==> config.mk <==
export PLATFORM = sky130hd
export DESIGN_NAME = act_merge
export DESIGN_NICKNAME = d
export VERILOG_FILES = /design/src/hw/rtl/assert_macros.svh /design/src/hw/rtl/act_pkg.sv /design/src/hw/rtl/act_merge.sv
export SDC_FILE = /design/constraint.sdc
export NUM_CORES = 1
export LEC_CHECK = 0
export ABC_AREA = 1
export BUFFER_PORTS_ARGS = -buffer_cell sky130_fd_sc_hd__buf_4
export CAP_MARGIN = 30
export CORE_ASPECT_RATIO = 0.7
export CORE_UTILIZATION = 39
export CTS_CLUSTER_SIZE = 25
export DETAILED_ROUTE_END_ITERATION = 7
export PLACE_DENSITY = 0.76
export SETUP_SLACK_MARGIN = 0.5
export SKIP_LAST_GASP = 1
export SLEW_MARGIN = 25
export SYNTH_ARGS = -nofsm -noshare
export SYNTH_HDL_FRONTEND = slang
export SYNTH_SLANG_ARGS = --single-unit
==> constraint.sdc <==
create_clock -name clk -period 16.85 [get_ports clk]
set_clock_uncertainty 0.1 [all_clocks]
set_input_delay 0.8425 -clock clk [delete_from_list [all_inputs] [get_ports clk]]
set_output_delay 0.8425 -clock clk [all_outputs]
set_load 0.01 [all_outputs]
==> src/hw/rtl/assert_macros.svh <==
`ifndef ASSERT_MACROS_SVH
`define ASSERT_MACROS_SVH

// same-cycle implication
`define ACT_ASSERT_IMP(label, clk, rst, ante, cons) \
  label: assert property (@(posedge clk) disable iff (rst) (ante) |-> (cons)) \
    else $error("act assertion failed");

// next-cycle implication
`define ACT_ASSERT_NXT(label, clk, rst, ante, cons) \
  label: assert property (@(posedge clk) disable iff (rst) (ante) |=> (cons)) \
    else $error("act assertion failed");

`endif

==> src/hw/rtl/act_pkg.sv <==
package act_pkg;

  localparam int SAMPLE_BITS  = 16;
  localparam int NORM_W       = 20;
  localparam int GAIN_W       = 21;
  localparam int REG_W        = 63;
  localparam int NUM_REGS     = 4;
  localparam int REG_IDX_W    = 2;
  localparam int PROD_W       = 37;
  localparam int SUM_W        = 40;
  localparam int RND_SHIFT    = 13;
  localparam int SQ_W         = 39;
  localparam int SSQ_W        = 40;
  localparam int ROOT_W       = 20;
  localparam int CORDIC_STEPS = 24;
  localparam int ZFRAC        = 24;
  localparam int XY_W         = 48;
  localparam int Z_W          = 36;
  localparam int ANGLE_W      = 16;

  localparam int CAL_LAT  = 3;
  localparam int LANE_LAT = 1 + ROOT_W + CORDIC_STEPS + 1;
  localparam int PIPE_LAT = CAL_LAT + LANE_LAT;

  localparam logic signed [SUM_W-1:0] NORM_MAX = SUM_W'(524287);
  localparam logic signed [SUM_W-1:0] NORM_MIN = -SUM_W'(524288);

  typedef enum logic [REG_IDX_W-1:0] {
    REG_GAIN_X = 2'd0,
    REG_GAIN_Y = 2'd1,
    REG_GAIN_Z = 2'd2,
    REG_OFFSET = 2'd3
  } cfg_reg_t;

  typedef logic signed [NORM_W-1:0] norm_t;

  typedef struct packed {
    logic signed [SAMPLE_BITS-1:0] accel_x;
    logic signed [SAMPLE_BITS-1:0] accel_y;
    logic signed [SAMPLE_BITS-1:0] accel_z;
  } in_item_t;

  typedef struct packed {
    logic signed [NORM_W-1:0] norm_x;
    logic signed [NORM_W-1:0] norm_y;
    logic signed [NORM_W-1:0] norm_z;
    logic [ANGLE_W-1:0]       pitch_deg;
    logic [ANGLE_W-1:0]       roll_deg;
  } out_item_t;

  typedef struct packed {
    norm_t x;
    norm_t y;
    norm_t z;
  } norm_vec_t;

  typedef struct packed {
    logic [REG_W-1:0] gain_x;
    logic [REG_W-1:0] gain_y;
    logic [REG_W-1:0] gain_z;
    logic [REG_W-1:0] offset;
  } cal_cfg_t;

  typedef struct packed {
    logic zden;
    logic npos;
    logic nneg;
  } lane_flag_t;

  // atan(2^-k) in degrees, 24 fractional bits
  function automatic logic signed [Z_W-1:0] atan_deg_q24(input int unsigned k);
    logic signed [Z_W-1:0] v;
    case (k)
      0: v = Z_W'(754974720);
      1: v = Z_W'(445687602);
      2: v = Z_W'(235489088);
      3: v = Z_W'(119537938);
      4: v = Z_W'(60000934);
      5: v = Z_W'(30029717);
      6: v = Z_W'(15018523);
      7: v = Z_W'(7509720);
      8: v = Z_W'(3754917);
      9: v = Z_W'(1877466);
      10: v = Z_W'(938734);
      11: v = Z_W'(469367);
      12: v = Z_W'(234684);
      13: v = Z_W'(117342);
      14: v = Z_W'(58671);
      15: v = Z_W'(29335);
      16: v = Z_W'(14668);
      17: v = Z_W'(7334);
      18: v = Z_W'(3667);
      19: v = Z_W'(1833);
      20: v = Z_W'(917);
      21: v = Z_W'(458);
      22: v = Z_W'(229);
      23: v = Z_W'(115);
      default: v = '0;
    endcase
    return v;
  endfunction

endpackage

==> src/hw/rtl/act_merge.sv <==
module act_merge import act_pkg::*; (
  input  logic               clk,
  input  logic               rst,
  input  logic               last_valid,
  input  norm_vec_t          norm,
  input  logic [ANGLE_W-1:0] pitch,
  input  logic [ANGLE_W-1:0] roll,
  input  logic               out_ready,
  output logic               out_valid,
  output out_item_t          out_item,
  output logic               adv
);

  // pipeline moves unless a finished item would overwrite a stalled one
  assign adv = !(out_valid && !out_ready && last_valid);

  always_ff @(posedge clk) begin
    if (rst) begin
      out_valid <= 1'b0;
    end else if (adv && last_valid) begin
      out_valid <= 1'b1;
    end else if (out_ready) begin
      out_valid <= 1'b0;
    end
  end

  always_ff @(posedge clk) begin
    if (adv && last_valid) begin
      out_item <= '{norm_x: norm.x, norm_y: norm.y, norm_z: norm.z,
                    pitch_deg: pitch, roll_deg: roll};
    end
  end

endmodule

* After elaboration in Yosys (flattened, before gate mapping)
Index checks and enable logic that the tools add are counted.
Word-level totals: word-level logic and storage cells 14, flip-flop bits (word level) 93
Cells by class: multiplexer cells 2, reductions and logical operators 6
Operator list (count):
- $logic_and A1 B1 Y1 | 3
- $logic_not A1 Y1 | 2
- $mux W1 | 2
- $reduce_bool A2 Y1 | 1

* Logic depth before layout (Yosys ltp)
Gate-level depths: netlist of run 1.
depth in word-level cells 6, depth in mapped cells 3, depth with buffers taken out 3

* Worst setup path before layout of run 1
OpenSTA, ideal clock, no wires.
path type input to register, start in last_valid, end reg out_item[0] in the netlist's numbering (enable), arrival time 5345 ps, setup slack 10832 ps, stages on the path 2, cells stage by stage inv_1 > a21oi_1
Between the ends: cells in the longest elaborated chain, start to end 3
Ends and longest elaborated chain:
- from (decl) | line act_merge.sv:4 | input logic last_valid,
- $logic_and A1 B1 Y1 | line act_merge.sv:15 | assign adv = !(out_valid && !out_ready && last_valid);
- $logic_not A1 Y1 | line act_merge.sv:15
- $logic_and A1 B1 Y1 * | line act_merge.sv:28 | if (adv && last_valid) begin
- to (signal assigned) | line act_merge.sv:29 | out_item <= '{norm_x: norm.x, norm_y: norm.y, norm_z: norm.z,
- to (decl) | line act_merge.sv:10 | output out_item_t out_item,
Mark *: on every way between the ends. The rest lies on a longest branch, timed or not. A chain may end at the register's enable or synchronous reset.

* Final worst setup path of run 1
start in out_ready, end out adv
Between the ends: cells in the longest elaborated chain, start to end 4
Ends and longest elaborated chain:
- from (decl) | line act_merge.sv:8 | input logic out_ready,
- $logic_not A1 Y1 | line act_merge.sv:15
- $logic_and A1 B1 Y1 (2 in series) | line act_merge.sv:15
- $logic_not A1 Y1 | line act_merge.sv:15
- to (decl) | line act_merge.sv:11 | output logic adv
No other way between the ends.

==> impl_metrics.json, run 1 <==
{
  "fin_crit_sh_pct": 13.02,
  "grt_pass1_wl_um": 8832,
  "drt-initial-drc-count": 61,
  "setup_tns_ns": 0,
  "status": "finished clean",
  "grt-ovfl-total": 0,
  "via_per_inst": 4.275,
  "clk_pin_slew_ns": 0.08,
  "endpoint": "adv",
  "critPathMaxStageDelay_ns": 0.15,
  "fmax_ghz": 0.4559,
  "antenna_left": 0,
  "hold_viol_final": 0,
  "grt_pass1_vias": 1707,
  "critPathLaunchType": "input port",
  "crit_path_end_kind": "output port",
  "dieArea_um2": 7561,
  "rows": 25,
  "postRouteWirelength_um": 6146,
  "placed_cells": 384,
  "rsz0062_at_grt": "no",
  "ir_worst_vdd_uv": 62.48,
  "place.gp.congestion": 0.7395,
  "num_vias": 1710,
  "crit_fanout": 3,
  "hpwl_um": 4574,
  "wl_per_cell_um": 15.37,
  "post_cts_resized": 0,
  "grt_start_max_net_pins": 48,
  "rr_startpoint": "out_valid$_SDFFE_PP0P_",
  "maxCapViolCount": 0,
  "crit_top_cell": "buf_4",
  "avgSynthCellArea_um2": 28.41,
  "slew_violations": 0,
  "final_nets": 397,
  "p_leak_nw": 1.923,
  "dieWidth_um": 103.5,
  "synth_nets": 195,
  "total_power_mw": 0.4626,
  "cts_buffers": 9,
  "final-instance-count-excl-fill": 400,
  "reg2reg_depth": 2,
  "slew-limit-headroom_pct": 60.83,
  "area_delta_synth_final_pct": 62.32,
  "drt_pass1_iterations": 4,
  "start_util_pct": 41.06,
  "cts.sinks": 93,
  "final_layout_size_suffix_gt1_share_pct": 67.97,
  "track_usage_pct": 16.54,
  "yosysTopAreaCellShare_pct": 98.22,
  "cellPowerDensity_nw_per_um2": 101.3,
  "cts_hold_buf": 0,
  "arrival_ns": 1.25,
  "synth_top_cell_by_area": "edfxtp_1",
  "synth_warnings": 0,
  "clk_latency_ns": 0.34,
  "cp_cell_sequence": "buf_4 > inv_2 > nand3_1 > buf_4",
  "ys_ff_latch": 93,
  "cp_num_cells": 4,
  "postCtsSetupRepairBufs": 0,
  "core_um2": 6850,
  "netlist_top_cells_area": "edfxtp_1 98%, dfxtp_1 0.71%, a21oi_2 0.31%, a21oi_1 0.18%, nand3_1 0.18%",
  "synth_cell_types": 8,
  "cts.path.max_buffers": 2,
  "crit_type": "in -> out",
  "crit_family": "buffers and inverters",
  "min_from": "out_valid$_SDFFE_PP0P_",
  "syn_inst": 99,
  "critPathBufInv": 3,
  "fin_crit_ns": 2.193,
  "worst_r2r_endpoint": "out_item[61]$_DFFE_PP_",
  "drc": 0,
  "cts_tree": "built",
  "chipHeight_um": 73.05,
  "cts_root_buf": "clkbuf_8",
  "num_io_pins": 190,
  "tightest_slew_ns": 0.5875,
  "setup_viol": 0,
  "reg2reg_setup_slack_ns": 15.32,
  "synth_area_um2": 2813,
  "antenna_found_initial": 0,
  "holdCritPathClass": "reg -> reg",
  "cp-startpoint": "out_ready",
  "critical_path.slowest_cell": "buf_4",
  "htree_num_levels": 3,
  "required_ns": 15.91,
  "yosysSeqAreaShare_pct": 98.93,
  "antenna_cells": 0,
  "portBuffers": 189
}
==> worst min path at each step <==
stage / endpoint / slack (ns) / cells after the start
global placement: out_valid$_SDFFE_PP0P_ / 0.42 / 2
detailed placement: out_valid$_SDFFE_PP0P_ / 0.43 / 2
floorplan: out_valid$_SDFFE_PP0P_ / 0.41 / 2
CTS: out_valid$_SDFFE_PP0P_ / 0.45 / 2
global route: out_valid$_SDFFE_PP0P_ / 0.48 / 2
finish: out_valid$_SDFFE_PP0P_ / 0.45 / 2
==> cells in the final DEF, fill, tap and decap left out <==
master,count
bufinv_16,1
nand2_1,1
dfxtp_1,1
clkinvlp_4,2
a21oi_4,1
clkinv_2,1
clkinv_4,1
clkbuf_8,9
inv_1,1
inv_2,1
a21oi_2,1
nand3_1,1
buf_4,191
edfxtp_1,92
clkinv_1,2
==> cells by family after synthesis <==
group                  synth area share, %
flip-flops                           98.93
AND/OR/NAND/NOR                     0.3111
AO/OA/AOI/OAI                       0.4892
buffers and inverters               0.2666
==> worst register-to-register path: cells and delay by family, from the launching register on <==
| family | cells | cell delay (ns) |
|---|---|---|
| AOI/OAI and AO/OA | 1 | 0.17 |
| buffers and inverters | 1 | 0.50 |
| DFF | 1 | 0.37 |
==> layer usage <==
layer | share of wire, % | wire length (um) | GRT usage, %
met1 | 32 | 1986 | 16.09
met2 | 51 | 3128 | 27.52
met3 | 16 | 966 | 12.05
met4 | 1.0 | 64 | 6.280
met5 | 0 | 0 | 0
==> synth_stat cells (all sizes together) <==
library cell and number:
nand3 1, nand2 1, edfxtp 92, inv 2, dfxtp 1, a21oi 2
==> registers in the layout (all words and copies together), names as in the netlist <==
| signal | count |
|---|---|
| out_valid | 1 |
| out_item | 92 |
==> through the flow <==
step / area, um2 / setup slack (ns) / utilization [%] / hold WS, ns
3_3_place_gp: 4375 / 14.67 / 63.87 / 0.4217
4_1_cts: 4566 / 14.65 / 66.65 / 0.4480
5_1_grt: 4566 / 14.63 / 66.65 / 0.4826
6_report: 4566 / 14.66 / 66.65 / 0.4472
3_5_place_dp: 4375 / 14.66 / 63.87 / 0.4339
2_1_floorplan: 2813 / 10.83 / - / 0.4099
==> final cells by class <==
cell class              count  area, um2
well taps                  94      117.6
clock inverters             7      66.31
flip-flops and latches     93       2783
multi-input cells           4      33.78
fillers                   503       2285
inverters                   2      7.507
repair buffers            191       1434
clock buffers               9      123.9
==> power by group <==
group | switching [mW] | leakage, nW | internal [mW]
Clock | 0.0716 | 0.0903 | 0.0675
Combinational | 0.0206 | 0.934 | 0.0291
Sequential | 0.00362 | 0.898 | 0.270
Total | 0.0958 | 1.92 | 0.367
No activity file was read; power rests on OpenSTA's default activity.
==> run 2: changes to the inputs <==
==> constraint.sdc (replaced) <==
create_clock -name clk -period 2.12 [get_ports clk]
set_clock_uncertainty 0.1 [all_clocks]
set_input_delay 0.106 -clock clk [delete_from_list [all_inputs] [get_ports clk]]
set_output_delay 0.106 -clock clk [all_outputs]
set_load 0.01 [all_outputs]
==> run 2 against run 1 <==
  * Critical path type is now reg -> reg
  * Setup slack worse by 14 ns
  * Highest routed layer unchanged
  * Largest cell class unchanged
  * Die area unchanged
  * Critical path depth down 2
  * Wire length up 31%
  * Final area up 21%
  * Non-clock buffer count up 93
  * Sequential power rose to 8.0 times the previous value
  * Sequential share of layout area down 10 points
==> impl_metrics.json, run 2 (synthesized netlist as in run 1, its figures left out) <==
{
  "status": "finished clean",
  "chipHeight_um": 73.05,
  "fin_crit_ns": 1.428,
  "core_um2": 6850,
  "p_int_mw": 3.039,
  "p_leak_nw": 2.318,
  "antenna_left": 0,
  "slew_violations": 0,
  "largest_reg_flops": 92,
  "postLayoutCellArea_um2": 5513,
  "via_per_inst": 4.298,
  "cts.sinks": 93,
  "num_io_pins": 190,
  "clk_pin_slew_ns": 0.10,
  "critPathLaunchType": "flop",
  "grt_pass1_wl_um": 11640,
  "portBuffers": 189,
  "maxCapViolCount": 0,
  "crit_path_end_kind": "flop",
  "antenna_cells": 0,
  "final_layout_size_suffix_gt1_share_pct": 51.88,
  "cts_root_buf": "clkbuf_8",
  "drt-initial-drc-count": 91,
  "post_cts_resized": 0,
  "ir_worst_vdd_uv": 562.9,
  "track_usage_pct": 21.48,
  "drc": 0,
  "postRouteWirelength_um": 8034,
  "layout_commonest_cell": "buf_4",
  "dieWidth_um": 103.5,
  "htree_num_levels": 3,
  "area_delta_synth_final_pct": 96.00,
  "hold_viol_final": 0,
  "p_seq_share_pct": 56.5,
  "cts.path.max_buffers": 2,
  "nFillCells": 366,
  "antenna_found_initial": 0,
  "tightest_slew_ns": 0.4720,
  "sw_frac_of_total_pct": 21.34,
  "cts_tree": "built",
  "rsz0062_at_grt": "no",
  "cellPowerDensity_nw_per_um2": 700.8,
  "final_nets": 490,
  "critical_path.slowest_cell": "buf_12",
  "grt_start_max_net_pins": 93,
  "pwr-share-comb_pct": 14.3,
  "placed_cells": 383,
  "grt-ovfl-total": 0,
  "critPathMaxStageDelay_ns": 0.40,
  "reg2reg_setup_slack_ns": 0.69,
  "slew-limit-headroom_pct": 68.53,
  "fmax_ghz": 0.7004,
  "crit_fanout": 92,
  "crit_type": "reg -> reg",
  "start_util_pct": 41.06,
  "clk_latency_ns": 0.34,
  "most-common-layout-cells": "189 x buf_4, 94 x dlygate4sd3_1, 92 x edfxtp_1",
  "regMostFlops": "out_item",
  "wl_per_cell_um": 16.30,
  "largest_registers": "out_item (92), out_valid (1)",
  "rows": 25,
  "holdCritPathClass": "in -> reg",
  "arrival_ns": 1.32,
  "place.gp.congestion": 0.7705,
  "power.switching_mw": 0.8243,
  "cts_buffers": 9,
  "cp_cell_sequence": "a21oi_4 > buf_12",
  "required_ns": 2.01,
  "clock_power_share_pct": 29.2,
  "final-instance-count-excl-fill": 493,
  "setup_tns_ns": 0,
  "num_vias": 2119,
  "placed_area_um2": 4382,
  "total_power_mw": 3.864,
  "dieArea_um2": 7561,
  "grt_pass1_vias": 2193,
  "fin_crit_sh_pct": 67.35,
  "setup_viol": 0,
  "drt_pass1_iterations": 4
}
-- run 2: through the flow --
| step | setup slack (ns) | util [%] | hold slack (ns) |
|---|---|---|---|
| 2_1_floorplan | -0.3167 | - | 0.06108 |
| 3_3_place_gp | 0.7637 | 63.96 | 0.1596 |
| 3_5_place_dp | 0.7442 | 63.96 | 0.1596 |
| 4_1_cts | 0.7301 | 80.47 | 0.3500 |
| 5_1_grt | 0.6323 | 80.47 | 0.3451 |
| 6_report | 0.6922 | 80.47 | 0.3699 |
-- run 2: area by class of cell --
type                       count  area (um2)  share of cell area [%]
clock buffer                  10       127.6                   2.315
timing repair buffer         284        2380                   43.17
clock inverter                 6       62.56                   1.135
multi-input combinational      4       33.78                  0.6128
tap                           94       117.6                   2.133
inverter                       2       7.507                  0.1362
sequential                    93        2784                   50.50
-- run 2: metal layers --
metal / routed length, um / track usage [%]
met3: 760 / 8.393
met4: 96 / 7.729
met5: 0 / 0
met2: 4174 / 38.78
met1: 3003 / 23.49
-- run 2: power by group through the flow --
stage	clock network, mW	registers, mW	logic, mW
final	1.13	2.18	0.551
after global routing	1.22	2.19	0.582
after CTS	1.16	2.18	0.543
after detailed placement	0	2.22	0.400
after global placement	0	2.22	0.394
after floorplan	0	2.28	0.0371
-- run 2: timing repair --
item | in CTS | in global routing
hold buffers | 94 | 0
buffers inserted | 0 | 0
hold endpoints to repair | 93 | 0
-- run 2: worst max-delay path: cells and delay by family (launching register included) --
family / cells / cell delay (ns)
flops: 1 / 0.36
compound gates: 1 / 0.17
buf+inv: 1 / 0.40
-- run 2: path summary, 6_finish.rpt --
kind	start	depth (start not counted)	end
max	out_valid$_SDFFE_PP0P_	2	out_item[6]$_DFFE_PP_
min	norm[19]	2	out_item[51]$_DFFE_PP_
max reg2reg	out_valid$_SDFFE_PP0P_	2	out_item[6]$_DFFE_PP_
min reg2reg	out_valid$_SDFFE_PP0P_	2	out_item[74]$_DFFE_PP_
==> run 3: changes to the inputs <==
==> constraint.sdc (replaced) <==
create_clock -name clk -period 1.4 [get_ports clk]
set_clock_uncertainty 0.1 [all_clocks]
set_input_delay 0.07 -clock clk [delete_from_list [all_inputs] [get_ports clk]]
set_output_delay 0.07 -clock clk [all_outputs]
set_load 0.01 [all_outputs]
==> run 3 against run 2 <==
  * Count of clock-buffer cells in the layout grew 1
  * Final cell count grew 3.0%
  * Wire length grew 23%
  * Maximum frequency grew 8.7%
  * Flip-flop and latch count is the same
  * Setup slack lost 0.61 ns
  * Utilization grew 7.7 points
==> impl_metrics.json, run 3 (synthesized netlist as in run 1, its figures left out) <==
{
  "setup_viol": 0,
  "p_leak_nw": 2.516,
  "power.switching_mw": 1.359,
  "fmax_ghz": 0.7617,
  "area_delta_synth_final_pct": 114.8,
  "grt_start_max_net_pins": 25,
  "clk_latency_ns": 0.35,
  "p_seq_share_pct": 56.1,
  "nFillCells": 260,
  "rows": 25,
  "crit_fanout": 6,
  "critPathMaxStageDelay_ns": 0.37,
  "maxCapViolCount": 0,
  "postRouteWirelength_um": 9895,
  "grt_pass1_vias": 2360,
  "required_ns": 1.37,
  "crit_type": "reg -> reg",
  "setup_tns_ns": 0,
  "dieArea_um2": 7561,
  "cts_tree": "built",
  "use_met1_pct": 26.48,
  "grt_busiest_layer": "met2",
  "start_util_pct": 41.06,
  "ir_worst_vdd_uv": 761.2,
  "rsz0062_at_grt": "yes",
  "largest_registers": "out_item (92), out_valid (1)",
  "cts.sinks": 93,
  "clk_pin_slew_ns": 0.09,
  "htree_num_levels": 3,
  "cts_buffers": 9,
  "num_vias": 2293,
  "slew-limit-headroom_pct": 86.37,
  "crit_path_end_kind": "flop",
  "hold_viol_final": 0,
  "total_power_mw": 5.942,
  "final_layout_size_suffix_gt1_share_pct": 53.86,
  "place.gp.congestion": 0.7662,
  "p_int_mw": 4.583,
  "track_usage_pct": 23.91,
  "core_um2": 6850,
  "wl_per_cell_um": 19.48,
  "cts.path.max_buffers": 2,
  "slew_violations": 0,
  "largest_reg_flops": 92,
  "antenna_left": 0,
  "grt_util_met3_pct": 7.054,
  "tightest_slew_ns": 0.2040,
  "grt-ovfl-total": 0,
  "holdCritPathClass": "in -> reg",
  "drt_pass1_iterations": 4,
  "regMostFlops": "out_item",
  "via_per_inst": 4.514,
  "fin_crit_sh_pct": 93.78,
  "critPathLaunchType": "flop",
  "final_nets": 505,
  "most-common-layout-cells": "116 x buf_4, 95 x dlygate4sd3_1, 92 x edfxtp_1",
  "status": "finished clean",
  "cts_root_buf": "clkbuf_8",
  "drc": 0,
  "layout_commonest_cell": "buf_4",
  "chipHeight_um": 73.05,
  "antenna_found_initial": 0,
  "clock_power_share_pct": 26.3,
  "num_io_pins": 190,
  "arrival_ns": 1.28,
  "pwr-share-comb_pct": 17.5,
  "grtUsageMet2_pct": 45.12,
  "dieWidth_um": 103.5,
  "portBuffers": 189,
  "cp_cell_sequence": "a21oi_4 > buf_8 > clkbuf_16",
  "drt-initial-drc-count": 80,
  "antenna_cells": 0,
  "sw_frac_of_total_pct": 22.87,
  "cellPowerDensity_nw_per_um2": 983.6,
  "critical_path.slowest_cell": "dfxtp_4",
  "grt_pass1_wl_um": 12760,
  "fin_crit_ns": 1.313
}
-- run 3: critical path, delay by kind of cell, from the launching register on --
kind	cells	cell delay, ns
buffers and inverters	2	0.35
flip-flops	1	0.37
AO/OA/AOI/OAI	1	0.20
-- run 3: power by group through the flow --
stage               sequential, mW  clock (mW)  combinational (mW)
finish                        3.34        1.56                1.04
global route                  3.35        1.70                1.08
CTS                           3.32        1.57               0.921
detailed placement            3.36           0               0.617
global placement              3.36           0               0.607
floorplan                     3.45           0              0.0562
-- run 3: path summary, 6_finish.rpt --
kind                                              from                endpoint  slack (ns)  depth (start not counted)
worst max-delay path            out_valid$_SDFFE_PP0P_  out_item[55]$_DFFE_PP_        0.09                          3
worst min register to register  out_valid$_SDFFE_PP0P_  out_valid$_SDFFE_PP0P_        0.58                          3
worst min-delay path                               rst  out_valid$_SDFFE_PP0P_        0.33                          3
worst max register to register  out_valid$_SDFFE_PP0P_  out_item[55]$_DFFE_PP_        0.09                          3
-- run 3: layout make-up --
| cell class | instances | area (um2) | area share, % |
|---|---|---|---|
| clock buffer | 11 | 131.4 | 2.175 |
| tap | 94 | 117.6 | 1.947 |
| clock inverter | 5 | 37.54 | 0.6214 |
| timing repair buffer | 299 | 2922 | 48.36 |
| multi-input combinational | 4 | 38.79 | 0.6421 |
| sequential | 93 | 2786 | 46.13 |
| inverter | 2 | 7.507 | 0.1243 |
-- run 3: routing by layer --
layer  share of wire [%]  up-vias
met5                   0        -
met4                 1.7        0
met3                 7.7       17
met2                  54      141
met1                  37     1119
li1                    -     1016
-- run 3: what timing repair did --
action	CTS	global route
buffers inserted	4	0
cloned	2	7
pin swaps	1	1
endpoints found under the setup margin	186	186
resized for setup	52	30
hold buffers	95	0
hold endpoints to repair	93	0
-- run 3: metrics by stage --
stage               util, %  hold WS [ns]  cells  worst slack [ns]  cell area, um2
finish                88.18        0.3260    508           0.08708            6041
global route          88.18        0.3193    508           0.06417            6041
CTS                   84.58        0.2852    501            0.1328            5794
detailed placement    64.26        0.1198    384            0.1288            4402
global placement      64.26        0.1228    384            0.1659            4402
floorplan                 -       0.02508     99            -1.037            2825
